**src/design/bfha_pkg.sv**
```systemverilog
// shared constants, block table entry type and cell command codes
// for the best-fit heap allocator; no dependencies
package bfha_pkg;

  localparam int MAX_BLOCKS    = 64;
  localparam int HEADER_BYTES  = 16;
  localparam int MIN_REMAINDER = 16;
  localparam int ALIGN_BYTES   = 4;
  localparam int PAGE_BYTES    = 4096;

  localparam int IDX_W = $clog2(MAX_BLOCKS);
  localparam int CNT_W = $clog2(MAX_BLOCKS + 1);

  typedef struct packed {
    logic        valid;
    logic        free;
    logic [31:0] off;
    logic [31:0] size;
  } entry_t;

  localparam logic [2:0] OP_HOLD = 3'd0;
  localparam logic [2:0] OP_ROT  = 3'd1;
  localparam logic [2:0] OP_DEL  = 3'd2;
  localparam logic [2:0] OP_INS  = 3'd3;
  localparam logic [2:0] OP_WR   = 3'd4;
  localparam logic [2:0] OP_INIT = 3'd5;

  typedef struct packed {
    logic [2:0]       op;
    logic [IDX_W-1:0] idx;
    entry_t           data;
  } cell_cmd_t;

  localparam logic [1:0] REQ_ALLOC  = 2'd0;
  localparam logic [1:0] REQ_FREE   = 2'd1;
  localparam logic [1:0] REQ_RESIZE = 2'd2;

  localparam logic [1:0] ST_DONE    = 2'd0;
  localparam logic [1:0] ST_OOM     = 2'd1;
  localparam logic [1:0] ST_NOOP    = 2'd2;
  localparam logic [1:0] ST_UNKNOWN = 2'd3;

  localparam logic CFG_BASE  = 1'b0;
  localparam logic CFG_BYTES = 1'b1;

endpackage

```
**src/design/bfha_if.sv**
```systemverilog
// request and result channel interfaces of the heap allocator
// depends on nothing
interface bfha_req_if;
  logic        valid;
  logic        ready;
  logic [1:0]  req_type;
  logic [31:0] req_size;
  logic [31:0] req_addr;
  modport source(output valid, req_type, req_size, req_addr, input ready);
  modport sink(input valid, req_type, req_size, req_addr, output ready);
endinterface

interface bfha_res_if;
  logic        valid;
  logic        ready;
  logic [1:0]  status;
  logic [31:0] result_addr;
  logic        copy_needed;
  logic [31:0] copy_len;
  modport source(output valid, status, result_addr, copy_needed, copy_len, input ready);
  modport sink(input valid, status, result_addr, copy_needed, copy_len, output ready);
endinterface

```
**src/design/bfha_ctrl.sv**
```systemverilog
// request sequencer: scan passes over the rotating cell chain,
// table edits, configuration and result register; depends on bfha_pkg, bfha_if
module bfha_ctrl (
  input  logic                 clk,
  input  logic                 rst,
  bfha_req_if.sink             req,
  bfha_res_if.source           res,
  input  logic                 cfg_we,
  input  logic                 cfg_idx,
  input  logic [31:0]          cfg_data,
  input  bfha_pkg::entry_t     head,
  output bfha_pkg::cell_cmd_t  cmd
);

  localparam logic [3:0] S_IDLE = 4'd0;
  localparam logic [3:0] S_SCAN = 4'd1;
  localparam logic [3:0] S_EVAL = 4'd2;
  localparam logic [3:0] S_REL0 = 4'd3;
  localparam logic [3:0] S_REL1 = 4'd4;
  localparam logic [3:0] S_REL2 = 4'd5;
  localparam logic [3:0] S_REL3 = 4'd6;
  localparam logic [3:0] S_AL1  = 4'd7;
  localparam logic [3:0] S_AL2  = 4'd8;
  localparam logic [3:0] S_FIN  = 4'd9;

  localparam logic [1:0] MODE_ADDR = 2'd0;
  localparam logic [1:0] MODE_FIT  = 2'd1;
  localparam logic [1:0] MODE_OFF  = 2'd2;

  localparam int          IW     = bfha_pkg::IDX_W;
  localparam int          CW     = bfha_pkg::CNT_W;
  localparam logic [31:0] HDR    = 32'(bfha_pkg::HEADER_BYTES);
  localparam logic [31:0] PMASK  = 32'(bfha_pkg::PAGE_BYTES - 1);
  localparam logic [32:0] AL_ADD = 33'(bfha_pkg::ALIGN_BYTES - 1);
  localparam logic [33:0] SPLIT_MIN = 34'(bfha_pkg::HEADER_BYTES + bfha_pkg::MIN_REMAINDER);
  localparam logic [IW-1:0] LAST = IW'(bfha_pkg::MAX_BLOCKS - 1);
  localparam logic [CW-1:0] FULL = CW'(bfha_pkg::MAX_BLOCKS);

  logic [3:0]  state;
  logic [1:0]  mode;
  logic [1:0]  rtype;
  logic [31:0] rsize;
  logic [31:0] key;
  logic [32:0] need;
  logic        mv;
  logic [CW-1:0] cnt;
  logic [IW-1:0] i;
  logic [31:0] ps_h;

  logic        hit;
  logic        want_nxt;
  logic [IW-1:0] hit_idx;
  bfha_pkg::entry_t tgt, prv, nxt, last;

  logic        best_ok;
  logic        exact;
  logic [IW-1:0] best_idx;
  bfha_pkg::entry_t best;

  logic [31:0] old_off;
  logic [31:0] old_size;
  logic [31:0] s1;

  logic [1:0]  r_status;
  logic [31:0] r_addr;
  logic        r_cneed;
  logic [31:0] r_clen;

  logic        o_valid;
  logic [1:0]  o_status;
  logic [31:0] o_addr;
  logic        o_cneed;
  logic [31:0] o_clen;

  logic        scan_match;
  logic        fit_ok;
  logic        split;
  logic        nf;
  logic        pf;
  logic [32:0] need_w;
  logic [31:0] page_w;

  assign req.ready       = (state == S_IDLE);
  assign res.valid       = o_valid;
  assign res.status      = o_status;
  assign res.result_addr = o_addr;
  assign res.copy_needed = o_cneed;
  assign res.copy_len    = o_clen;

  assign need_w = ({1'b0, req.req_size} + AL_ADD) / bfha_pkg::ALIGN_BYTES
                  * bfha_pkg::ALIGN_BYTES;
  assign page_w = (cfg_data + PMASK) & ~PMASK;

  assign scan_match = head.valid &&
    ((mode == MODE_OFF) ? (head.off == old_off)
                        : (mode == MODE_ADDR && !head.free && (ps_h + head.off) == key));
  assign fit_ok = head.valid && head.free && ({1'b0, head.size} >= need);
  assign split  = ({2'b0, best.size} > ({1'b0, need} + SPLIT_MIN)) && (cnt < FULL);
  assign nf     = nxt.valid && nxt.free;
  assign pf     = prv.valid && prv.free;

  always_comb begin
    cmd = '0;
    unique case (state)
      S_SCAN: cmd.op = bfha_pkg::OP_ROT;
      S_AL1: begin
        cmd.op         = bfha_pkg::OP_WR;
        cmd.idx        = best_idx;
        cmd.data.valid = 1'b1;
        cmd.data.free  = 1'b0;
        cmd.data.off   = best.off;
        cmd.data.size  = split ? need[31:0] : best.size;
      end
      S_AL2: begin
        cmd.op         = bfha_pkg::OP_INS;
        cmd.idx        = best_idx + IW'(1);
        cmd.data.valid = 1'b1;
        cmd.data.free  = 1'b1;
        cmd.data.off   = best.off + HDR + need[31:0];
        cmd.data.size  = best.size - need[31:0] - HDR;
      end
      S_REL1: begin
        cmd.op         = bfha_pkg::OP_WR;
        cmd.idx        = pf ? hit_idx - IW'(1) : hit_idx;
        cmd.data.valid = 1'b1;
        cmd.data.free  = 1'b1;
        cmd.data.off   = pf ? prv.off : tgt.off;
        cmd.data.size  = pf ? prv.size + s1 + HDR : s1;
      end
      S_REL2: begin
        cmd.op  = pf ? bfha_pkg::OP_DEL : bfha_pkg::OP_HOLD;
        cmd.idx = hit_idx;
      end
      S_REL3: begin
        cmd.op  = nf ? bfha_pkg::OP_DEL : bfha_pkg::OP_HOLD;
        cmd.idx = pf ? hit_idx : hit_idx + IW'(1);
      end
      default: cmd = '0;
    endcase
    if (cfg_we && cfg_idx == bfha_pkg::CFG_BYTES) begin
      cmd.op         = bfha_pkg::OP_INIT;
      cmd.idx        = '0;
      cmd.data.valid = 1'b1;
      cmd.data.free  = 1'b1;
      cmd.data.off   = '0;
      cmd.data.size  = (cfg_data > HDR) ? cfg_data - HDR : '0;
    end
  end

  always_ff @(posedge clk) begin
    if (rst) begin
      state   <= S_IDLE;
      o_valid <= 1'b0;
      cnt     <= CW'(1);
      ps_h    <= HDR;
      i       <= '0;
      hit     <= 1'b0;
      want_nxt <= 1'b0;
      best_ok <= 1'b0;
      exact   <= 1'b0;
      mv      <= 1'b0;
      mode    <= MODE_ADDR;
    end else begin
      if (res.valid && res.ready && state != S_FIN) o_valid <= 1'b0;

      if (cfg_we) begin
        if (cfg_idx == bfha_pkg::CFG_BASE) ps_h <= page_w + HDR;
        else cnt <= CW'(1);
      end

      unique case (state)
        S_IDLE: begin
          hit       <= 1'b0;
          want_nxt  <= 1'b0;
          best_ok   <= 1'b0;
          exact     <= 1'b0;
          nxt.valid <= 1'b0;
          last.valid <= 1'b0;
          i         <= '0;
          if (req.valid) begin
            rtype    <= req.req_type;
            rsize    <= req.req_size;
            key      <= req.req_addr;
            need     <= need_w;
            mv       <= 1'b0;
            r_status <= bfha_pkg::ST_NOOP;
            r_addr   <= '0;
            r_cneed  <= 1'b0;
            r_clen   <= '0;
            unique case (req.req_type)
              bfha_pkg::REQ_ALLOC: begin
                if (req.req_size != '0) begin
                  mode  <= MODE_FIT;
                  state <= S_SCAN;
                end else begin
                  state <= S_FIN;
                end
              end
              bfha_pkg::REQ_FREE: begin
                if (req.req_addr != '0) begin
                  mode  <= MODE_ADDR;
                  state <= S_SCAN;
                end else begin
                  state <= S_FIN;
                end
              end
              bfha_pkg::REQ_RESIZE: begin
                if (req.req_addr != '0) begin
                  mode  <= MODE_ADDR;
                  state <= S_SCAN;
                end else if (req.req_size != '0) begin
                  mode  <= MODE_FIT;
                  state <= S_SCAN;
                end else begin
                  state <= S_FIN;
                end
              end
              default: state <= S_FIN;
            endcase
          end
        end
        S_SCAN: begin
          if (want_nxt) begin
            nxt      <= head;
            want_nxt <= 1'b0;
          end
          if (scan_match && !hit) begin
            hit      <= 1'b1;
            hit_idx  <= i;
            tgt      <= head;
            prv      <= last;
            want_nxt <= 1'b1;
          end
          last <= head;
          if (mode == MODE_FIT && fit_ok && !exact && (!best_ok || head.size < best.size)) begin
            best_ok  <= 1'b1;
            best_idx <= i;
            best     <= head;
            exact    <= ({1'b0, head.size} == need);
          end
          if (i == LAST) begin
            i     <= '0;
            state <= S_EVAL;
          end else begin
            i <= i + IW'(1);
          end
        end
        S_EVAL: begin
          want_nxt <= 1'b0;
          unique case (mode)
            MODE_ADDR: begin
              if (!hit) begin
                r_status <= bfha_pkg::ST_UNKNOWN;
                state    <= S_FIN;
              end else if (rtype == bfha_pkg::REQ_FREE || rsize == '0) begin
                r_status <= bfha_pkg::ST_DONE;
                state    <= S_REL0;
              end else if (tgt.size >= rsize) begin
                r_status <= bfha_pkg::ST_NOOP;
                r_addr   <= key;
                state    <= S_FIN;
              end else begin
                old_off  <= tgt.off;
                old_size <= tgt.size;
                mv       <= 1'b1;
                mode     <= MODE_FIT;
                state    <= S_SCAN;
              end
            end
            MODE_FIT: begin
              if (!best_ok) begin
                r_status <= bfha_pkg::ST_OOM;
                r_addr   <= '0;
                state    <= S_FIN;
              end else begin
                state <= S_AL1;
              end
            end
            default: state <= hit ? S_REL0 : S_FIN;
          endcase
        end
        S_AL1: begin
          r_status <= bfha_pkg::ST_DONE;
          r_addr   <= ps_h + best.off;
          if (mv) begin
            r_cneed <= 1'b1;
            r_clen  <= old_size;
          end
          if (split) begin
            cnt   <= cnt + CW'(1);
            state <= S_AL2;
          end else if (mv) begin
            hit        <= 1'b0;
            nxt.valid  <= 1'b0;
            last.valid <= 1'b0;
            mode       <= MODE_OFF;
            state      <= S_SCAN;
          end else begin
            state <= S_FIN;
          end
        end
        S_AL2: begin
          if (mv) begin
            hit        <= 1'b0;
            nxt.valid  <= 1'b0;
            last.valid <= 1'b0;
            mode       <= MODE_OFF;
            state      <= S_SCAN;
          end else begin
            state <= S_FIN;
          end
        end
        S_REL0: begin
          s1    <= tgt.size + (nf ? nxt.size + HDR : '0);
          state <= S_REL1;
        end
        S_REL1: state <= S_REL2;
        S_REL2: begin
          if (pf) cnt <= cnt - CW'(1);
          state <= S_REL3;
        end
        S_REL3: begin
          if (nf) cnt <= cnt - CW'(1);
          state <= S_FIN;
        end
        S_FIN: begin
          if (!o_valid || res.ready) begin
            o_valid  <= 1'b1;
            o_status <= r_status;
            o_addr   <= r_addr;
            o_cneed  <= r_cneed;
            o_clen   <= r_clen;
            state    <= S_IDLE;
          end
        end
        default: state <= S_IDLE;
      endcase
    end
  end

endmodule

```
**src/flat_wrapper.sv**
```systemverilog
// flat-port wrapper written by rule: the top's interface ports become plain ports
module bfha_ctrl_flat 
  (clk, rst, cfg_we, cfg_idx, cfg_data, head, cmd, req_valid, req_req_type, req_req_size, req_req_addr, req_ready, res_valid, res_status, res_result_addr, res_copy_needed, res_copy_len, res_ready);
  bfha_req_if req_i ();
  bfha_res_if res_i ();
  input  logic clk;
  input  logic rst;
  input  logic cfg_we;
  input  logic cfg_idx;
  input  logic [31:0] cfg_data;
  input  bfha_pkg::entry_t head;
  output bfha_pkg::cell_cmd_t cmd;
  input wire logic [$bits(req_i.valid)-1:0] req_valid;
  input wire logic [$bits(req_i.req_type)-1:0] req_req_type;
  input wire logic [$bits(req_i.req_size)-1:0] req_req_size;
  input wire logic [$bits(req_i.req_addr)-1:0] req_req_addr;
  output wire logic [$bits(req_i.ready)-1:0] req_ready;
  output wire logic [$bits(res_i.valid)-1:0] res_valid;
  output wire logic [$bits(res_i.status)-1:0] res_status;
  output wire logic [$bits(res_i.result_addr)-1:0] res_result_addr;
  output wire logic [$bits(res_i.copy_needed)-1:0] res_copy_needed;
  output wire logic [$bits(res_i.copy_len)-1:0] res_copy_len;
  input wire logic [$bits(res_i.ready)-1:0] res_ready;
  assign req_i.valid = req_valid;
  assign req_i.req_type = req_req_type;
  assign req_i.req_size = req_req_size;
  assign req_i.req_addr = req_req_addr;
  assign req_ready = req_i.ready;
  assign res_valid = res_i.valid;
  assign res_status = res_i.status;
  assign res_result_addr = res_i.result_addr;
  assign res_copy_needed = res_i.copy_needed;
  assign res_copy_len = res_i.copy_len;
  assign res_i.ready = res_ready;
  bfha_ctrl u_core (.clk(clk), .rst(rst), .req(req_i), .res(res_i), .cfg_we(cfg_we), .cfg_idx(cfg_idx), .cfg_data(cfg_data), .head(head), .cmd(cmd));
endmodule
```
**config.mk**
```make
export PLATFORM = sky130hd
export DESIGN_NAME = bfha_ctrl_flat
export DESIGN_NICKNAME = d
export VERILOG_FILES = /design/src/design/bfha_pkg.sv /design/src/design/bfha_if.sv /design/src/design/bfha_ctrl.sv /design/src/flat_wrapper.sv
export SDC_FILE = /design/constraint.sdc
export NUM_CORES = 2
export LEC_CHECK = 0
export BUFFER_PORTS_ARGS = -buffer_cell sky130_fd_sc_hd__buf_2
export CAP_MARGIN = 20
export CORE_UTILIZATION = 35
export CTS_CLUSTER_SIZE = 40
export DETAILED_ROUTE_END_ITERATION = 8
export PLACE_DENSITY_LB_ADDON = 0.1
export SETUP_SLACK_MARGIN = 0.3
export SYNTH_ARGS = -nofsm -noshare
export SYNTH_HDL_FRONTEND = slang
export SYNTH_SLANG_ARGS = --single-unit
```
**constraint.sdc**
```tcl
create_clock -name clk -period 38.4 [get_ports clk]
set_input_delay 3.84 -clock clk [delete_from_list [all_inputs] [get_ports clk]]
set_output_delay 3.84 -clock clk [all_outputs]
set_load 0.005 [all_outputs]
```
Word-level counts from Yosys, hierarchy flattened
Index checks and enable logic that the tools add are counted.

operators by class
  $add $sub $neg = 21
  order comparisons = 6
  equality and inequality tests = 39
  mux-type cells = 94
  bitwise operators = 4
  reductions and logical operators = 57

operator list
  cell                    count
  $mux 32                 11
  $pmux 66 s3             1
  $add 32x32->32          5
  $add 32x5->32 const B   4
  $pmux 32 s2             2
  $pmux 32 s3             1
  $mux 75                 1
  $mux 66                 1
  $eq 32x32->1            2
  $reduce_bool 32->1      2
  $sub 32x5->32 const B   2
  $mux 4                  13
  $pmux 4 s10             1
  $mux 7                  5
  $add 33x6->34 const B   1
  $gt 32x34->1            1
  $mux 2                  17
  $add 32x2->33 const B   1
  $eq 32x33->1            1
  $ge 32x33->1            1
  $add 32x12->32 const B  1
  $ge 32x32->1            1
  $gt 32x5->1 const B     1
  $logic_not 32->1        1
  other kinds (51)        144

word-level totals
  bits in registers = 722
  bits of input ports = 170
  word-level logic and storage cells = 265

Longest topological paths before layout
  depth after elaboration = 8
  mapped depth = 20
  gate-level depth less buffers = 19

Least setup slack after synthesis
OpenSTA, ideal clock, no wires.

  path kind = input to register
  start = input port head[56] (netlist name)
  end = register u_core.hit_idx[0] (enable)
  library setup time = 0.798 ns
  data arrival time = 15.936 ns
  slack = 21.667 ns
  stages = 13
  cells stage by stage = ha_1 > buf_4 > a21oi_2 > o22ai_1 > or4_1 > a2111oi_2 > and4bb_1 > nand4b_1 > or4b_1 > a2111o_1 > o41ai_2 > nand2_1 > nor3_1

between the ends
  cells in the longest elaborated chain, start to end = 7

RTL lines
  element                       line                source
  start: declaration            flat_wrapper.sv:11  input bfha_pkg::entry_t head;
  $add 32x32->32                bfha_ctrl.sv:96     : (mode == MODE_ADDR && !head.free && (ps_h + head.off) == key));
  $eq 32x32->1                  bfha_ctrl.sv:96
  $logic_and 1x1->1             bfha_ctrl.sv:96
  $mux 1 *                      bfha_ctrl.sv:95     ((mode == MODE_OFF) ? (head.off == old_off)
  $logic_and 1x1->1 *           bfha_ctrl.sv:94     assign scan_match = head.valid &&
  $logic_and 1x1->1 *           bfha_ctrl.sv:227    if (scan_match && !hit) begin
  $reduce_and 3->1 (no line) *  --
  end signal: assignment        bfha_ctrl.sv:229    hit_idx <= i;
  end: declaration              bfha_ctrl.sv:52     logic [IW-1:0] hit_idx;

Every way passes the cells marked *; elsewhere a longest branch is shown, timed or not.
A chain may end at the register's enable or synchronous reset.

==> metrics.cfg <==
[floorplanning]
coreArea_um2 = 113000
initial_core_util = 0.355
die_h_um = 341
fp.dieArea_um2 = 116000
fp.dieW_um = 341
rows = 123
io_pins = 314

[drt]
wirelength_um = 142000
drc = 0
ant_nets = 0
wl_per_cell_um = 25.2
vias = 30700
drt_iter0_drc = 2796
dr.pass1.iters = 5
vias_per_cell = 5.46

[setup_path]
reg2regPathDepth = 20
required_ns = 34.56
cp-end-kind = output port
path_cells = buf_2 -> or3_1 -> nor3_1 -> nand2b_1 -> or3_1 -> nor2_1 -> nand3_1 -> nand2_1 -> nor2_1 -> a21oi_1 -> o221ai_1 -> buf_2
path_buf_inv = 2
cp_slowest_cell = nand2_1
startpoint_type = input port
max_stage_delay_ns = 0.90
worstPathArrival_ns = 7.54
path_delay_family = simple AND/OR/NAND/NOR gates
r2r_start = u_core.need[5]$_DFFE_PP_
worstPathMaxFanout = 20
path_class = input port to output port
r2r-end = u_core.cnt[5]$_SDFF_PP0_
r2r_slack_ns = 32.11

[global_routing]
grt_usage = 0.240
antenna_found_initial = 14
grt_max_degree = 61
grt_pass1_wl_um = 202000
overflow = 0
grt_pass1_vias = 29400

[yosys]
ys_seq_area_frac = 0.495
netlist_area_um2 = 40200
synth_top_area_cell = edfxtp_1
synth_ff_type = edfxtp_1
yosys-top-cells-count = edfxtp_1, ha_1, nand2_1
ys_types = 97
yosysWarnings = 0
ys_top_cells_by_area = edfxtp_1, ha_1, xnor2_1
synthesis.nets = 4283
yosysTopAreaCellShare = 0.473
ys_seq_elements = 678
synth.most_common_cell = edfxtp_1
async_flop_share = 0
syn_inst = 3726
synth_enable_flop_cells = 633
syn_area_per_cell_um2 = 10.8

[placement]
place_hpwl_um = 110000
place_area_um2 = 43600
port_buffers = 313
place_congestion = 0.940

[final_layout]
drive_gt1_frac = 0.133
num-nets-final = 4612
fin_area_um2 = 46400
synthToLayoutAreaGrowth_pct = 15.4
nFillCells = 11100
diodes = 0

[sta]
rsz0062_at_grt = no
max_freq_ghz = 0.0879
finalCriticalPeriod_ns = 11.38
relSlewSlack = 0.148
clock_skew_ns = 0.0325
final_hold_viol_count = 0
setup_viol = 0
period_share = 0.296
tightest_slew_ns = 1.27
slew_viol_final = 0
fin_setup_tns_ns = 0

[hold_path]
hold_class = register to register
holdPathStages = 0
min_to = u_core.prv[43]$_DFFE_PP_
hold_start = u_core.last[43]$_DFFE_PP_

[cts]
hold_buffers = 0
cts.sinks = 678
clock_latency_ns = 0.67
cts.htree.levels = 3
post-cts-setup-buffer-count = 0
cts-buffers-inserted = 81
cts_resized = 0
cts_tree = built
clockBufferDepth = 3
root_buffer = clkbuf_16
clk_pin_slew_ns = 0.06

[power]
power_density_nw_per_um2 = 45.8
power.leakage_nw = 18.0
peakVddDrop_mv = 0.0302

[status]
status = finished, final reports clean

[run]
drv_cap = 0

## registers in the layout (all words and copies together), names as in the netlist, 31 cells and up
name	cells
u_core.best	64
u_core.key	32
u_core.last	66
u_core.need	31
u_core.nxt	34
u_core.old_off	32
u_core.old_size	32
u_core.prv	66
u_core.r_addr	32
u_core.r_clen	32
u_core.res.copy_len	32
u_core.res.result_addr	32
u_core.rsize	32
u_core.s1	32
u_core.tgt	64
## worst max path at each step
| stage | startpoint | endpoint | slack, ns | cells past startpoint |
|---|---|---|---|---|
| 3_3_place_gp | cfg_data[22] | cmd[25] | 27.21 | 12 |
| 2_1_floorplan | head[56] | u_core.hit_idx[0]$_DFFE_PP_ | 21.67 | 13 |
| 5_1_grt | cfg_data[22] | cmd[25] | 26.81 | 12 |
| 6_report | cfg_data[22] | cmd[25] | 27.02 | 12 |
| 3_5_place_dp | cfg_data[24] | cmd[25] | 27.23 | 12 |
| 4_1_cts | cfg_data[24] | cmd[25] | 27.21 | 12 |
## report_power, final
group,total [mW],switching [mW],internal [mW]
Clock,0.811,0.330,0.481
Sequential,0.908,0.0378,0.870
Combinational,0.406,0.267,0.139
## routing by layer
layer | GRT usage | up-vias | wire length, um
met5 | 0 | - | 50
met4 | 0.0682 | 8 | 3570
met1 | 0.345 | 14900 | 67400
met3 | 0.0523 | 159 | 10100
met2 | 0.359 | 1028 | 60600
li1 | - | 14600 | -
## placed cells by master, fill, tap and decap left out, drive strengths merged, types with 79 or more instances in the layout
cell / n
o21ai: 184
a21o: 79
nand3: 101
inv: 221
a21oi: 264
clkbuf: 91
buf: 349
nand2: 309
xnor2: 187
edfxtp: 633
ha: 384
nor2: 277
xor2: 143
## cell families after synthesis
logic type | Yosys count | synth area share
AOI/OAI and AO/OA | 881 | 0.142
xor gates and xnor gates | 330 | 0.0729
adders and majority gates | 387 | 0.121
buffers and inverters | 318 | 0.0308
DFF | 678 | 0.495
muxes | 7 | 0.00174
and+or+nand+nor | 1125 | 0.136
## metrics by stage
stage	utilization	hold slack [ns]	total power, mW	worst slack (ns)	cells
after floorplan	-	0.400	1.16	21.67	3726
after global placement	0.385	0.401	1.33	27.21	5471
after detailed placement	0.386	0.405	1.32	27.23	5472
after CTS	0.410	0.407	2.14	27.21	5622
after global routing	0.410	0.415	2.21	26.81	5622
final	0.410	0.403	2.12	27.02	5622
## final cells by class
| cell class | count | area [um^2] | area share |
|---|---|---|---|
| sequential | 678 | 19900 | 0.429 |
| multi-input combinational | 2730 | 19200 | 0.413 |
| clock buffer | 91 | 2080 | 0.0449 |
| tap | 1500 | 1880 | 0.0405 |
| timing repair buffer | 349 | 1840 | 0.0398 |
| inverter | 215 | 808 | 0.0174 |
| clock inverter | 59 | 688 | 0.0148 |
Power figures use the tool's default switching activity.
