## config.mk

```make
export PLATFORM = sky130hd
export DESIGN_NAME = bfha_cell
export DESIGN_NICKNAME = d
export VERILOG_FILES = /design/src/design/bfha_pkg.sv /design/src/design/bfha_cell.sv
export SDC_FILE = /design/constraint.sdc
export NUM_CORES = 1
export LEC_CHECK = 0
export BUFFER_PORTS_ARGS = -buffer_cell sky130_fd_sc_hd__buf_2
export CAP_MARGIN = 15
export CELL_PAD_IN_SITES_DETAIL_PLACEMENT = 0
export CELL_PAD_IN_SITES_GLOBAL_PLACEMENT = 1
export CORE_ASPECT_RATIO = 0.8
export CORE_MARGIN = 2
export CORE_UTILIZATION = 33
export CTS_CLUSTER_SIZE = 10
export DETAILED_ROUTE_END_ITERATION = 7
export GPL_TIMING_DRIVEN = 0
export PLACE_DENSITY = 0.85
export SKIP_LAST_GASP = 1
export SYNTH_ARGS = -nofsm -noshare
export SYNTH_HDL_FRONTEND = slang
export SYNTH_SLANG_ARGS = --single-unit
```

## constraint.sdc

```tcl
create_clock -name clk -period 2.3 [get_ports clk]
set_input_delay 0.115 -clock clk [delete_from_list [all_inputs] [get_ports clk]]
set_output_delay 0.115 -clock clk [all_outputs]
set_load 0.03 [all_outputs]
```

## src/design/bfha_pkg.sv

```systemverilog
// shared constants, block table entry type and cell command codes
// for the best-fit heap allocator; no dependencies
package bfha_pkg;

  localparam int MAX_BLOCKS    = 64;
  localparam int HEADER_BYTES  = 16;
  localparam int MIN_REMAINDER = 16;
  localparam int ALIGN_BYTES   = 4;
  localparam int PAGE_BYTES    = 4096;

  localparam int IDX_W = $clog2(MAX_BLOCKS);
  localparam int CNT_W = $clog2(MAX_BLOCKS + 1);

  typedef struct packed {
    logic        valid;
    logic        free;
    logic [31:0] off;
    logic [31:0] size;
  } entry_t;

  localparam logic [2:0] OP_HOLD = 3'd0;
  localparam logic [2:0] OP_ROT  = 3'd1;
  localparam logic [2:0] OP_DEL  = 3'd2;
  localparam logic [2:0] OP_INS  = 3'd3;
  localparam logic [2:0] OP_WR   = 3'd4;
  localparam logic [2:0] OP_INIT = 3'd5;

  typedef struct packed {
    logic [2:0]       op;
    logic [IDX_W-1:0] idx;
    entry_t           data;
  } cell_cmd_t;

  localparam logic [1:0] REQ_ALLOC  = 2'd0;
  localparam logic [1:0] REQ_FREE   = 2'd1;
  localparam logic [1:0] REQ_RESIZE = 2'd2;

  localparam logic [1:0] ST_DONE    = 2'd0;
  localparam logic [1:0] ST_OOM     = 2'd1;
  localparam logic [1:0] ST_NOOP    = 2'd2;
  localparam logic [1:0] ST_UNKNOWN = 2'd3;

  localparam logic CFG_BASE  = 1'b0;
  localparam logic CFG_BYTES = 1'b1;

endpackage

```

## src/design/bfha_cell.sv

```systemverilog
// one entry of the block table chain: rotate, shift, insert, write and init
// depends on bfha_pkg
module bfha_cell (
  input  logic                     clk,
  input  logic                     rst,
  input  logic [bfha_pkg::IDX_W-1:0] pos,
  input  bfha_pkg::cell_cmd_t      cmd,
  input  bfha_pkg::entry_t         left,
  input  bfha_pkg::entry_t         right,
  output bfha_pkg::entry_t         ent
);

  always_ff @(posedge clk) begin
    if (rst) begin
      ent.valid <= (pos == '0);
      ent.free  <= 1'b1;
      ent.off   <= '0;
      ent.size  <= '0;
    end else begin
      unique case (cmd.op)
        bfha_pkg::OP_ROT: ent <= right;
        bfha_pkg::OP_DEL: begin
          if (pos >= cmd.idx) ent <= right;
        end
        bfha_pkg::OP_INS: begin
          if (pos > cmd.idx) ent <= left;
          else if (pos == cmd.idx) ent <= cmd.data;
        end
        bfha_pkg::OP_WR: begin
          if (pos == cmd.idx) ent <= cmd.data;
        end
        bfha_pkg::OP_INIT: ent <= (pos == '0) ? cmd.data : '0;
        default: ent <= ent;
      endcase
    end
  end

endmodule

```

# ---- After elaboration in Yosys (flattened, before gate mapping)
# Index checks and enable logic that the tools add are counted.
dict set report word_totals {
  register_bits 66
  elab_cells 25
}
dict set report classes {
  n_lt_le_gt_ge 2
  n_eq_ne 8
  mux 6
  n_reduce_logical 5
}
# op count
set op_table {}
lappend op_table {{two-way mux 66 bit} 5}
lappend op_table {{case mux 66 bit (5 select lines)} 1}
lappend op_table {{equality test 3 x 2 -> 1 bit, second input constant} 2}
lappend op_table {{equality test 3 bit, second input constant} 2}
lappend op_table {{equality test 6 bit} 1}
lappend op_table {{>= comparator 6 bit} 1}
lappend op_table {{greater-than comparator 6 bit} 1}
lappend op_table {{zero test 6 bit} 1}
lappend op_table {{nonzero test 6 bit} 1}
lappend op_table {{nonzero test 5 bit} 1}
lappend op_table {{AND reduction 2 bit} 2}
lappend op_table {{equality test 3 x 1 -> 1 bit, second input constant} 1}
lappend op_table {{inequality test 3 bit, second input constant} 1}
lappend op_table {{inequality test 2 bit, second input constant} 1}

# ---- Logic depth before layout (Yosys ltp)
# Gate-level depths: netlist of run 1.
dict set report depth {
  ltp_word 5
  ltp_mapped 12
}

# ---- Worst setup path before layout of run 1
# OpenSTA, ideal clock, no wires.
dict set report synth_timing {
  path_type {input -> register}
  startpoint {in cmd[71] in the netlist's numbering}
  endpoint {reg ent[0] in the netlist's numbering}
  setup_time_ns 0.143
  arrival_ns 1.923
  path_slack_ns 0.234
  cell_stages 11
  path_cell_list {inv_1 ha_1 and4_1 and3_1 buf_2 buf_4 buf_4 mux2i_1 nor2_1 a211oi_1 o41ai_2}
}
dict set report synth_via {
  elab_chain_cells 4
}
# item line_no
set synth_lines {}
lappend synth_lines {{start: declaration} bfha_cell.sv:7} ;# input bfha_pkg::cell_cmd_t cmd,
lappend synth_lines {{branches (longest 4 deep; another with greater-than comparator 6 bit)} n/a}
lappend synth_lines {{end signal: assignment} bfha_cell.sv:26} ;# if (pos > cmd.idx) ent <= left;
lappend synth_lines {{end signal: assignment} bfha_cell.sv:27} ;# else if (pos == cmd.idx) ent <= cmd.data;
lappend synth_lines {{end signal: assignment} bfha_cell.sv:30} ;# if (pos == cmd.idx) ent <= cmd.data;
lappend synth_lines {{end: declaration} bfha_cell.sv:10} ;# output bfha_pkg::entry_t ent
# Several ways; the timed one is not identified.
# A chain may end at the register's enable or synchronous reset.

# ---- Final worst setup path of run 1
dict set report layout_timing {
  startpoint {in pos[5] in the netlist's numbering}
  endpoint {reg ent[65] in the netlist's numbering (enable)}
}
dict set report layout_via {
  elab_chain_cells 3
}
# item line_no
set layout_lines {}
lappend layout_lines {{start: declaration} bfha_cell.sv:6} ;# input logic [bfha_pkg::IDX_W-1:0] pos,
lappend layout_lines {{>= comparator 6 bit} bfha_cell.sv:23} ;# if (pos >= cmd.idx) ent <= right;
lappend layout_lines {{inequality test 3 bit (no source line)} n/a}
lappend layout_lines {{AND reduction 2 bit (no source line)} n/a}
lappend layout_lines {{end signal: assignment} bfha_cell.sv:23}
lappend layout_lines {{end signal: assignment} bfha_cell.sv:26}
lappend layout_lines {{end signal: assignment} bfha_cell.sv:27}
# No other way between the ends.

==> metrics.md, run 1 <==
| Metric | Value |
|---|---|
| Status | `finished, final reports clean` |
| Worst Hold Class | `in -> reg` |
| Clock skew | `0 ps` |
| Initial Util | `34.1%` |
| Hold_ws | `just over 70 ps` |
| Period utilisation layout | `99.3%` |
| CTS Buf Count | `9` |
| Worst EP required | `2380 ps` |
| Largest net degree at the start of global routing | `11` |
| Routed vias | `7489` |
| Clock latency at the later pin of the worst-skew pair | `~330 ps` |
| Synth cell types | `36` |
| Relative slew slack | `47.4%` |
| Gr usage total | `25.4%` |
| Vias in the first global route | `roughly 7200` |
| First-pass GRT wire length | `slightly below 40000 um` |
| Area of the die | `19200 um2` |
| Fraction of registers with async set/reset | `0%` |
| CTS Buffer Depth | `2` |
| Max_cap viols | `0` |
| Routability cong. | `0.894` |
| Core region area | `17500 um2` |
| Slew Viols, Final | `0` |
| Top reg by flops | `ent` |
| I/O pin cnt | `281` |
| Min cycle time layout | `2280 ps` |
| Post-DR wirelength/cell | `just under 20 um` |
| CP Class | `in -> reg` |
| Pwr/cell area | `roughly 530 nW/um2` |
| Register bit total from synthesis | `66` |
| Initial antenna violation count | `1` |
| I/O Buffers | `280` |
| Total number of yosys warnings | `0` |
| Number of flops mapped to enable cells by yosys | `1` |
| Max reg flops | `66` |
| Commonest non-fill, non-tap cells in the layout | `buf_2, nor2_1, a21oi_1, nand3_1, mux2i_1` |
| Hold Fails Final Rpt | `0` |
| Critical Path Source Type | `input port` |
| Clock root cell | `clkbuf_16` |
| Overall die height | `124 um` |
| Die X | `approximately 150 um` |
| First-pass detailed-route iteration total | `5` |
| Final setup viols | `0` |
| Clock-pin slew on the worst setup and hold paths | `60 ps` |
| Syn Nets | `between 1000 and 1500` |
| Top Registers | `ent (66)` |
| WL final | `25600 um` |
| Leakage | `3.58 nW` |
| Worst EP arrival | `2360 ps` |
| Most common cell after layout, fill and taps aside | `buf_2` |
| Post-synthesis sequential area ratio | `22.3%` |
| Row count | `43` |
| RSZ-0062 raised after global routing | `true` |
| # nets final | `1302` |
| Synth-to-Final Area Change | `33.6%` |
| Syn avg cell area | `around 7.6 um2` |
| Max IR drop VDD | `roughly 0.29 mV` |
| DRT antenna net count | `0` |
| Initial drt markers | `around 540` |
| CTS tree | `done` |
| Synth Flop Type | `dfxtp_1` |
| Synthesized instance count | `790` |
| Clk sink count | `66` |
| Postcts setup bufs | `0` |
| Mapped Area | `5970 um2` |
| Crit Path Max Fanout | `10` |
| Tightest Pin Transition | `789 ps` |
| Critical Path Sink Type | `flop` |
| Fillers | `1831` |
| Number of H-tree levels | `3` |
| Max frequency | `438 MHz` |
| DP HPWL | `18900 um` |
| Share of cells above drive strength 1 | `34.6%` |
| Vias per cell | `5.71` |
| Setup TNS | `0 ps` |
| Gr ovfl total | `0` |
| Drc violations | `0` |
-- Yosys cell counts (2+ instances only) --
cell type | number | area (um2)
a211oi_1 | 64 | 480
a21o_1 | 2 | 15.0
a21oi_1 | 67 | 335
and3_1 | 65 | 407
buf_2 | 25 | 125
buf_4 | 6 | 45.0
buf_6 | 6 | 67.6
clkbuf_1 | 55 | 206
dfxtp_1 | 65 | 1300
ha_1 | 6 | 75.1
inv_1 | 8 | 30.0
mux2i_1 | 66 | 661
nand2_1 | 5 | 18.8
nand3_1 | 67 | 335
nor2_1 | 134 | 503
nor2b_1 | 3 | 18.8
o211ai_1 | 2 | 15.0
o21ai_0 | 22 | 110
o21ai_1 | 42 | 210
o41ai_1 | 26 | 228
o41ai_2 | 39 | 634
-- per-layer routing --
metal,vias up,part of all wire [%],global-route usage (%)
met3,33,8.5,5.88
met5,-,0.074,0
met1,3504,45,34.6
li1,3570,-,-
met2,380,46,41.2
met4,2,1.3,5.23
-- metrics by stage --
stage / setup slack [ps] / instance area, um2 / total power, mW / cells / utilization, %
after floorplan: 234 / 5970 / 2.27 / 790 / -
after global placement: -338 / 7660 / 2.84 / 1295 / 43.7
after detailed placement: -352 / 7660 / 2.86 / 1295 / 43.7
after CTS: 41.9 / 7960 / 4.27 / 1310 / 45.4
after global routing: -31.3 / 7980 / 4.46 / 1310 / 45.5
final: 15.2 / 7980 / 4.26 / 1311 / 45.5
-- worst paths after layout --
kind | slack (ps) | start | depth (start not counted) | endpoint
setup / recovery | 20 | pos[5] | 11 | ent[65]
hold / removal | 70 | right[32] | 3 | ent[32]
setup reg to reg | 1090 | ent[2] | 4 | ent[2]
hold reg to reg | 480 | ent[44] | 2 | ent[44]
-- where the power goes --
group / switching, mW / total (mW) / internal (mW)
Combinational: 0.973 / 1.50 / 0.528
Sequential: 0.0913 / 1.35 / 1.26
Clock: 0.535 / 1.41 / 0.878
-- logic make-up after synthesis --
logic type	Yosys count	share of synthesized area (%)
DFF	66	22.3
and+or+nand+nor	281	22.6
adders and majority gates	6	1.26
AOI/OAI and AO/OA	270	34.8
muxes	66	11.1
buffers and inverters	101	8.00
-- area by class of cell --
cell class	count	area, um2	share of cell area, %
Antenna cell	1	2.50	0.0314
Clock inverter	1	5.00	0.0627
Multi-Input combinational cell	623	4180	52.3
Clock buffer	14	295	3.70
Buffer	93	458	5.74
Timing Repair Buffer	280	1400	17.6
Inverter	8	30.0	0.376
Sequential cell	66	1330	16.7
Tap cell	225	282	3.53
-- critical path, stage by stage --
cell	delay, ps
buf_2	100
ha_1	310
and4_1	230
and3_1	180
buf_2	130
o41ai_1	300
o211a_1	210
buf_2	180
buf_4	240
buf_2	270
nand2_1	90
-- repair_timing --
| item | in CTS | in global routing |
|---|---|---|
| hold buffers | 0 | 0 |
| gates resized for setup | 1 | 5 |
| setup endpoints to repair | 5 | 30 |
| pin swaps | 0 | 0 |
Power figures use the tool's default switching activity.
==> run 2, diff against run 1 <==
--- a/config.mk
+++ b/config.mk
@@ -9,7 +9,6 @@
 export CAP_MARGIN = 15
 export CELL_PAD_IN_SITES_DETAIL_PLACEMENT = 0
 export CELL_PAD_IN_SITES_GLOBAL_PLACEMENT = 1
-export CORE_ASPECT_RATIO = 0.8
 export CORE_MARGIN = 2
 export CORE_UTILIZATION = 33
 export CTS_CLUSTER_SIZE = 10
==> metrics.md, run 2 (synthesis gave the netlist of run 1 again) <==
| Metric | Value |
|---|---|
| Status | `finished, final reports clean` |
| Area of the die | `19200 um2 (about the same)` |
| Worst min-delay path endpoint | `ent[27]` |
| Drc violations | `0 (unchanged)` |
| First-pass detailed-route iteration total | `4 (-1)` |
| Max IR drop VDD | `0.364 mV (+27%)` |
| # nets final | `1302 (unchanged)` |
| Max_cap viols | `0 (unchanged)` |
| Routed vias | `7527 (+0.51%)` |
| Vias per cell | `5.72 (+0.20%)` |
| R2R cell count | `4 (unchanged)` |
| Clk sink count | `66 (unchanged)` |
| Relative slew slack | `47.5% (+0.054 points)` |
| Clock-pin slew on the worst setup and hold paths | `60 ps (about the same)` |
| Utilization after layout | `44.7% (-0.80 points)` |
| Period utilisation layout | `93.8% (-5.5 points)` |
| Clock root cell | `clkbuf_16` |
| Top reg by flops | `ent` |
| Slew Viols, Final | `0 (unchanged)` |
| Flop2flop setup slack | `1100 ps (about the same)` |
| Fillers | `1873 (+2.3%)` |
| CP Class | `in -> reg` |
| CP max stage cell | `ha_1` |
| Crit-path cells | `buf_2 > ha_1 > and4_1 > and3_1 > buf_2 > o41ai_1 > o211a_1 > buf_2 > buf_4 > buf_2 > nand3_1 > o41ai_2` |
| DRT antenna net count | `0 (unchanged)` |
| Share of cells above drive strength 1 | `34.7% (+0.12 points)` |
| Clock skew | `0 ps (unchanged)` |
| Top Registers | `ent (66)` |
| Overall die height | `139 um (+11%)` |
| Final setup viols | `0 (unchanged)` |
| Postcts setup bufs | `0 (unchanged)` |
| Core region area | `17800 um2 (+1.7%)` |
| Critical Path Source Type | `input port` |
| Row count | `49 (+14%)` |
| Max reg flops | `66 (unchanged)` |
| Hold Fails Final Rpt | `0 (unchanged)` |
| RSZ-0062 raised after global routing | `false` |
| Min cycle time layout | `2160 ps (-127 ps)` |
| First-pass GRT wire length | `39300 um (+0.56%)` |
| CTS Buffer Depth | `2 (unchanged)` |
| I/O pin cnt | `281 (unchanged)` |
| CTS Buf Count | `9 (unchanged)` |
| Leakage | `3.58 nW (about the same)` |
| Max frequency | `463 MHz (+5.9%)` |
| Worst EP arrival | `2400 ps (+40 ps)` |
| Routability cong. | `0.883 (-1.3%)` |
| R2r startpoint | `ent[17]` |
| Top cell by count, worst path | `buf_2` |
| Tightest Pin Transition | `788 ps (-0.815 ps)` |
| CTS tree | `done` |
| Die X | `139 um (-10%)` |
| Clock latency at the later pin of the worst-skew pair | `340 ps (about the same)` |
| Vias in the first global route | `7294 (+0.86%)` |
| Largest net degree at the start of global routing | `11 (unchanged)` |
| Initial Util | `33.5% (-0.58 points)` |
| Crit Path Max Fanout | `10 (unchanged)` |
| Worst EP required | `2540 ps (+160 ps)` |
| Reg2reg end | `ent[17]` |
| Setup TNS | `0 ps (unchanged)` |
| Hold Path Stages | `3 (unchanged)` |
| Gr ovfl total | `0 (unchanged)` |
| Initial drt markers | `429 (-21%)` |
| Most common cell after layout, fill and taps aside | `buf_2` |
| Post-DR wirelength/cell | `19.3 um (-1.3%)` |
| Hold path start | `right[27]` |
| Initial antenna violation count | `2 (+1)` |
| Critical Path Sink Type | `flop` |
| DP HPWL | `18400 um (-2.3%)` |
| Gr usage total | `25.1% (-0.35 points)` |
| Commonest non-fill, non-tap cells in the layout | `buf_2, nor2_1, a21oi_1, nand3_1, mux2i_1` |
| Worst Hold Class | `in -> reg` |
| Synth-to-Final Area Change | `33.5% (about the same)` |
| Delay of the slowest critical-path stage | `320 ps (about the same)` |
| Pwr/cell area | `532 nW/um2 (-0.28%)` |
| I/O Buffers | `280 (unchanged)` |
| Number of H-tree levels | `3 (unchanged)` |
| WL final | `25400 um (-1.0%)` |
| CP startpoint | `pos[5]` |
[run 2: cell types whose count changed in the layout (fill, tap and decap cells not counted), sizes merged]
cell,before,now
clkbuf,72,70
clkinv,1,2
diode,1,2
[run 2: worst max-delay path, delay by kind of cell]
family | cells | cell delay, ps
and+or+nand+nor | 3 | 550
AOI/OAI and AO/OA | 3 | 550
buffers and inverters | 5 | 860
adders and majority gates | 1 | 320
[run 2: routing by layer]
layer  track usage (%)  up-vias  share of wire [%]
li1                  -     3569                  -
met1              32.8     3530                 43
met2              40.5      378                 46
met3              4.87       50                7.6
met4              10.7        0                3.1
met5                 0        -                  0
[run 2: worst max path at each step]
stage	to	slack, ps	cells after the start
detailed placement	ent[26]	-260	12
floorplan	ent[0]	230	11
global placement	ent[24]	-270	12
CTS	ent[26]	80	12
finish	ent[50]	140	12
global route	ent[51]	8	9
[run 2: stage by stage]
step                      hold slack, ps  std cells  power (mW)  instance area, um2  worst slack, ps
after CTS                           57.3       1313        4.25                7950             82.9
final                               66.3       1315        4.25                7980              142
after floorplan                      305        790        2.27                5970              234
after global placement               422       1299        2.84                7660             -269
after detailed placement             419       1299        2.85                7660             -263
after global routing                87.0       1315        4.45                7980             7.54
[run 2: report_power, final]
| part | switching, mW | leakage, nW | internal [mW] |
|---|---|---|---|
| combinational | 0.974 | 2.89 | 0.531 |
| clock | 0.560 | 0.145 | 0.840 |
| sequential | 0.0869 | 0.546 | 1.26 |
| total | 1.62 | 3.58 | 2.63 |
[run 2: final cells by class]
class                   instances  area (um2)  area share (%)
diodes                          2        5.00          0.0628
clock buffers                  12         278            3.48
well taps                     229         287            3.59
inverters                       8        30.0           0.377
plain buffers                  93         463            5.80
repair buffers                280        1400            17.6
flip-flops and latches         66        1330            16.7
multi-input cells             623        4170            52.3
clock inverters                 2        10.0           0.126
[run 2: timing repair]
action	in CTS	in global routing
endpoints found under the setup margin	0	16
hold buffers	0	0
resized for setup	0	12
==> run 3, diff against run 2 <==
--- a/config.mk
+++ b/config.mk
@@ -9,8 +9,10 @@
 export CAP_MARGIN = 15
 export CELL_PAD_IN_SITES_DETAIL_PLACEMENT = 0
 export CELL_PAD_IN_SITES_GLOBAL_PLACEMENT = 1
+export CORE_ASPECT_RATIO = 0.5
 export CORE_MARGIN = 2
 export CORE_UTILIZATION = 33
+export CTS_CLUSTER_DIAMETER = 60
 export CTS_CLUSTER_SIZE = 10
 export DETAILED_ROUTE_END_ITERATION = 7
 export GPL_TIMING_DRIVEN = 0
==> metrics.md, run 3 (synthesis gave the netlist of run 1 again) <==
| Metric | Value |
|---|---|
| Critical Path Sink Type | `flop` |
| Logic pwr share | `34.9% (-0.5 points)` |
| Gr ovfl total | `0 (unchanged)` |
| Status | `finished with violations` |
| Clock-pin slew on the worst setup and hold paths | `60 ps (about the same)` |
| Slew Viols, Final | `0 (unchanged)` |
| I/O Buffers | `280 (unchanged)` |
| Clock skew | `0 ps (unchanged)` |
| Worst EP required | `2390 ps (-150 ps)` |
| PnR Total Power | `4.33 mW (+2.0%)` |
| Fillers | `1813 (-3.2%)` |
| Clock root cell | `clkbuf_16` |
| DRT antenna net count | `0 (unchanged)` |
| Sequential Power Share | `31.0% (-0.6 points)` |
| Vias in the first global route | `7599 (+4.2%)` |
| Gates resized, CTS repair | `0 (unchanged)` |
| CTS tree | `done` |
| CTS Buf Count | `9 (unchanged)` |
| Postcts setup bufs | `0 (unchanged)` |
| First-pass GRT wire length | `40600 um (+3.3%)` |
| # nets final | `1302 (unchanged)` |
| Overall die height | `99.1 um (-28%)` |
| Clock share of power | `34.1% (+1.1 points)` |
| Hold_buf cts | `0 (unchanged)` |
| Worst EP arrival | `2270 ps (-130 ps)` |
| CP Class | `in -> reg` |
| Area of the die | `19300 um2 (+0.35%)` |
| Gr usage total | `26.3% (+1.2 points)` |
| Crit-path cells | `buf_2 > ha_1 > and4_1 > and3_1 > buf_2 > o41ai_1 > o211a_1 > buf_2 > buf_4 > buf_2 > nand2_1` |
| Share of cells above drive strength 1 | `34.9% (+0.21 points)` |
| Psw | `1.65 mW (+2.1%)` |
| Routed vias | `7709 (+2.4%)` |
| Drc violations | `20 (+20)` |
| Die X | `194 um (+40%)` |
| Tightest Pin Transition | `779 ps (-9.28 ps)` |
| Max_cap viols | `0 (unchanged)` |
| Critical Path Source Type | `input port` |
| I/O pin cnt | `281 (unchanged)` |
| Hold Fails Final Rpt | `0 (unchanged)` |
| Relative slew slack | `48.1% (+0.62 points)` |
| Post-DR wirelength/cell | `19.7 um (+2.3%)` |
| Most common cell after layout, fill and taps aside | `buf_2` |
| Final setup viols | `0 (unchanged)` |
| Routability cong. | `0.944 (+6.9%)` |
| Top cell by count, worst path | `buf_2` |
| Top Registers | `ent (66)` |
| CTS Buffer Depth | `2 (unchanged)` |
| Finished Cell Area | `8010 um2 (+0.41%)` |
| Violated checks | `design-rule violations` |
| Clock latency at the later pin of the worst-skew pair | `340 ps (about the same)` |
| Number of H-tree levels | `3 (unchanged)` |
| CP max stage cell | `ha_1` |
| Max IR drop VDD | `0.350 mV (-3.9%)` |
| Core region area | `17600 um2 (-1.5%)` |
| Max frequency | `457 MHz (-1.3%)` |
| Initial antenna violation count | `4 (+2)` |
| First-pass detailed-route iteration total | `8 (+4)` |
| Largest net degree at the start of global routing | `12 (+1)` |
| Top reg by flops | `ent` |
| Worst Hold Class | `in -> reg` |
| Max reg flops | `66 (unchanged)` |
| Row count | `34 (-31%)` |
| DP HPWL | `19000 um (+3.1%)` |
| RSZ-0062 raised after global routing | `true` |
| Clk sink count | `66 (unchanged)` |
| Period utilisation layout | `95.1% (+1.2 points)` |
| Switching share of power | `38.2% (about the same)` |
| Pwr/cell area | `541 nW/um2 (+1.6%)` |
| Initial Util | `34.0% (+0.52 points)` |
| WL final | `26100 um (+3.0%)` |
| Initial drt markers | `517 (+21%)` |
| DP Area | `7670 um2 (about the same)` |
| Setup TNS | `0 ps (unchanged)` |
| Commonest non-fill, non-tap cells in the layout | `buf_2, nor2_1, a21oi_1, nand3_1, mux2i_1` |
| Delay of the slowest critical-path stage | `310 ps (about the same)` |
| Synth-to-Final Area Change | `34.0%` |
| Crit Path Max Fanout | `10 (unchanged)` |
| Leakage | `3.59 nW (+0.11%)` |
| Power Internal | `2.68 mW (+2.0%)` |
| Vias per cell | `5.82 (+1.7%)` |
| Min cycle time layout | `2190 ps (+28.3 ps)` |
[run 3: cell types whose count changed in the layout (fill, tap and decap cells not counted), moves of 2 or more]
cell / delta
diode_2: +2
buf_4: -2
a211oi_2: +2
buf_2: +2
a211oi_1: -2
[run 3: metal layers]
| layer | global-route usage, % | share of wire [%] | vias to the layer above | routed length (um) |
|---|---|---|---|---|
| li1 | - | - | 3573 | - |
| met1 | 33.9 | 44 | 3714 | 11500 |
| met2 | 42.8 | 46 | 352 | 12100 |
| met3 | 5.83 | 6.6 | 68 | 1730 |
| met4 | 11.4 | 3.0 | 2 | 796 |
| met5 | 0 | 0.042 | - | 11 |
[run 3: worst paths after layout]
check | slack (ps) | end | from | cells after the start
worst min-delay path | 70 | ent[25] | right[25] | 3
worst max-delay path | 110 | ent[65] | pos[5] | 11
worst max register to register | 1080 | ent[54] | ent[54] | 4
worst min register to register | 480 | ent[42] | ent[42] | 2
[run 3: critical path, delay by kind of cell]
family                   cells  cell delay [ps]
AO/OA/AOI/OAI                2              470
adder cells (fa/ha/maj)      1              310
buffers and inverters        5              860
AND/OR/NAND/NOR              3              520
[run 3: metrics by stage]
stage	util (%)	instances	worst slack [ps]	hold slack (ps)
floorplan	-	790	234	305
global placement	43.6	1304	-230	417
global route	45.6	1323	-13.3	67.6
CTS	45.4	1320	129	56.7
detailed placement	43.6	1304	-236	422
finish	45.6	1324	114	65.1
[run 3: power by group through the flow]
stage               Sequential (mW)  Combinational [mW]  Clock [mW]
finish                         1.34                1.51        1.48
global route                   1.35                1.63        1.55
CTS                            1.34                1.49        1.50
detailed placement             1.36                1.49           0
global placement               1.36                1.46           0
floorplan                      1.56               0.716           0
[run 3: cell type report]
class | count | area (um2) | area share [%]
Buffer | 93 | 457 | 5.70
Multi-Input combinational cell | 623 | 4180 | 52.2
Inverter | 8 | 30.0 | 0.375
Antenna cell | 4 | 10.0 | 0.125
Timing Repair Buffer | 280 | 1400 | 17.5
Tap cell | 234 | 293 | 3.66
Clock buffer | 11 | 253 | 3.16
Sequential cell | 66 | 1330 | 16.6
Clock inverter | 5 | 52.6 | 0.656
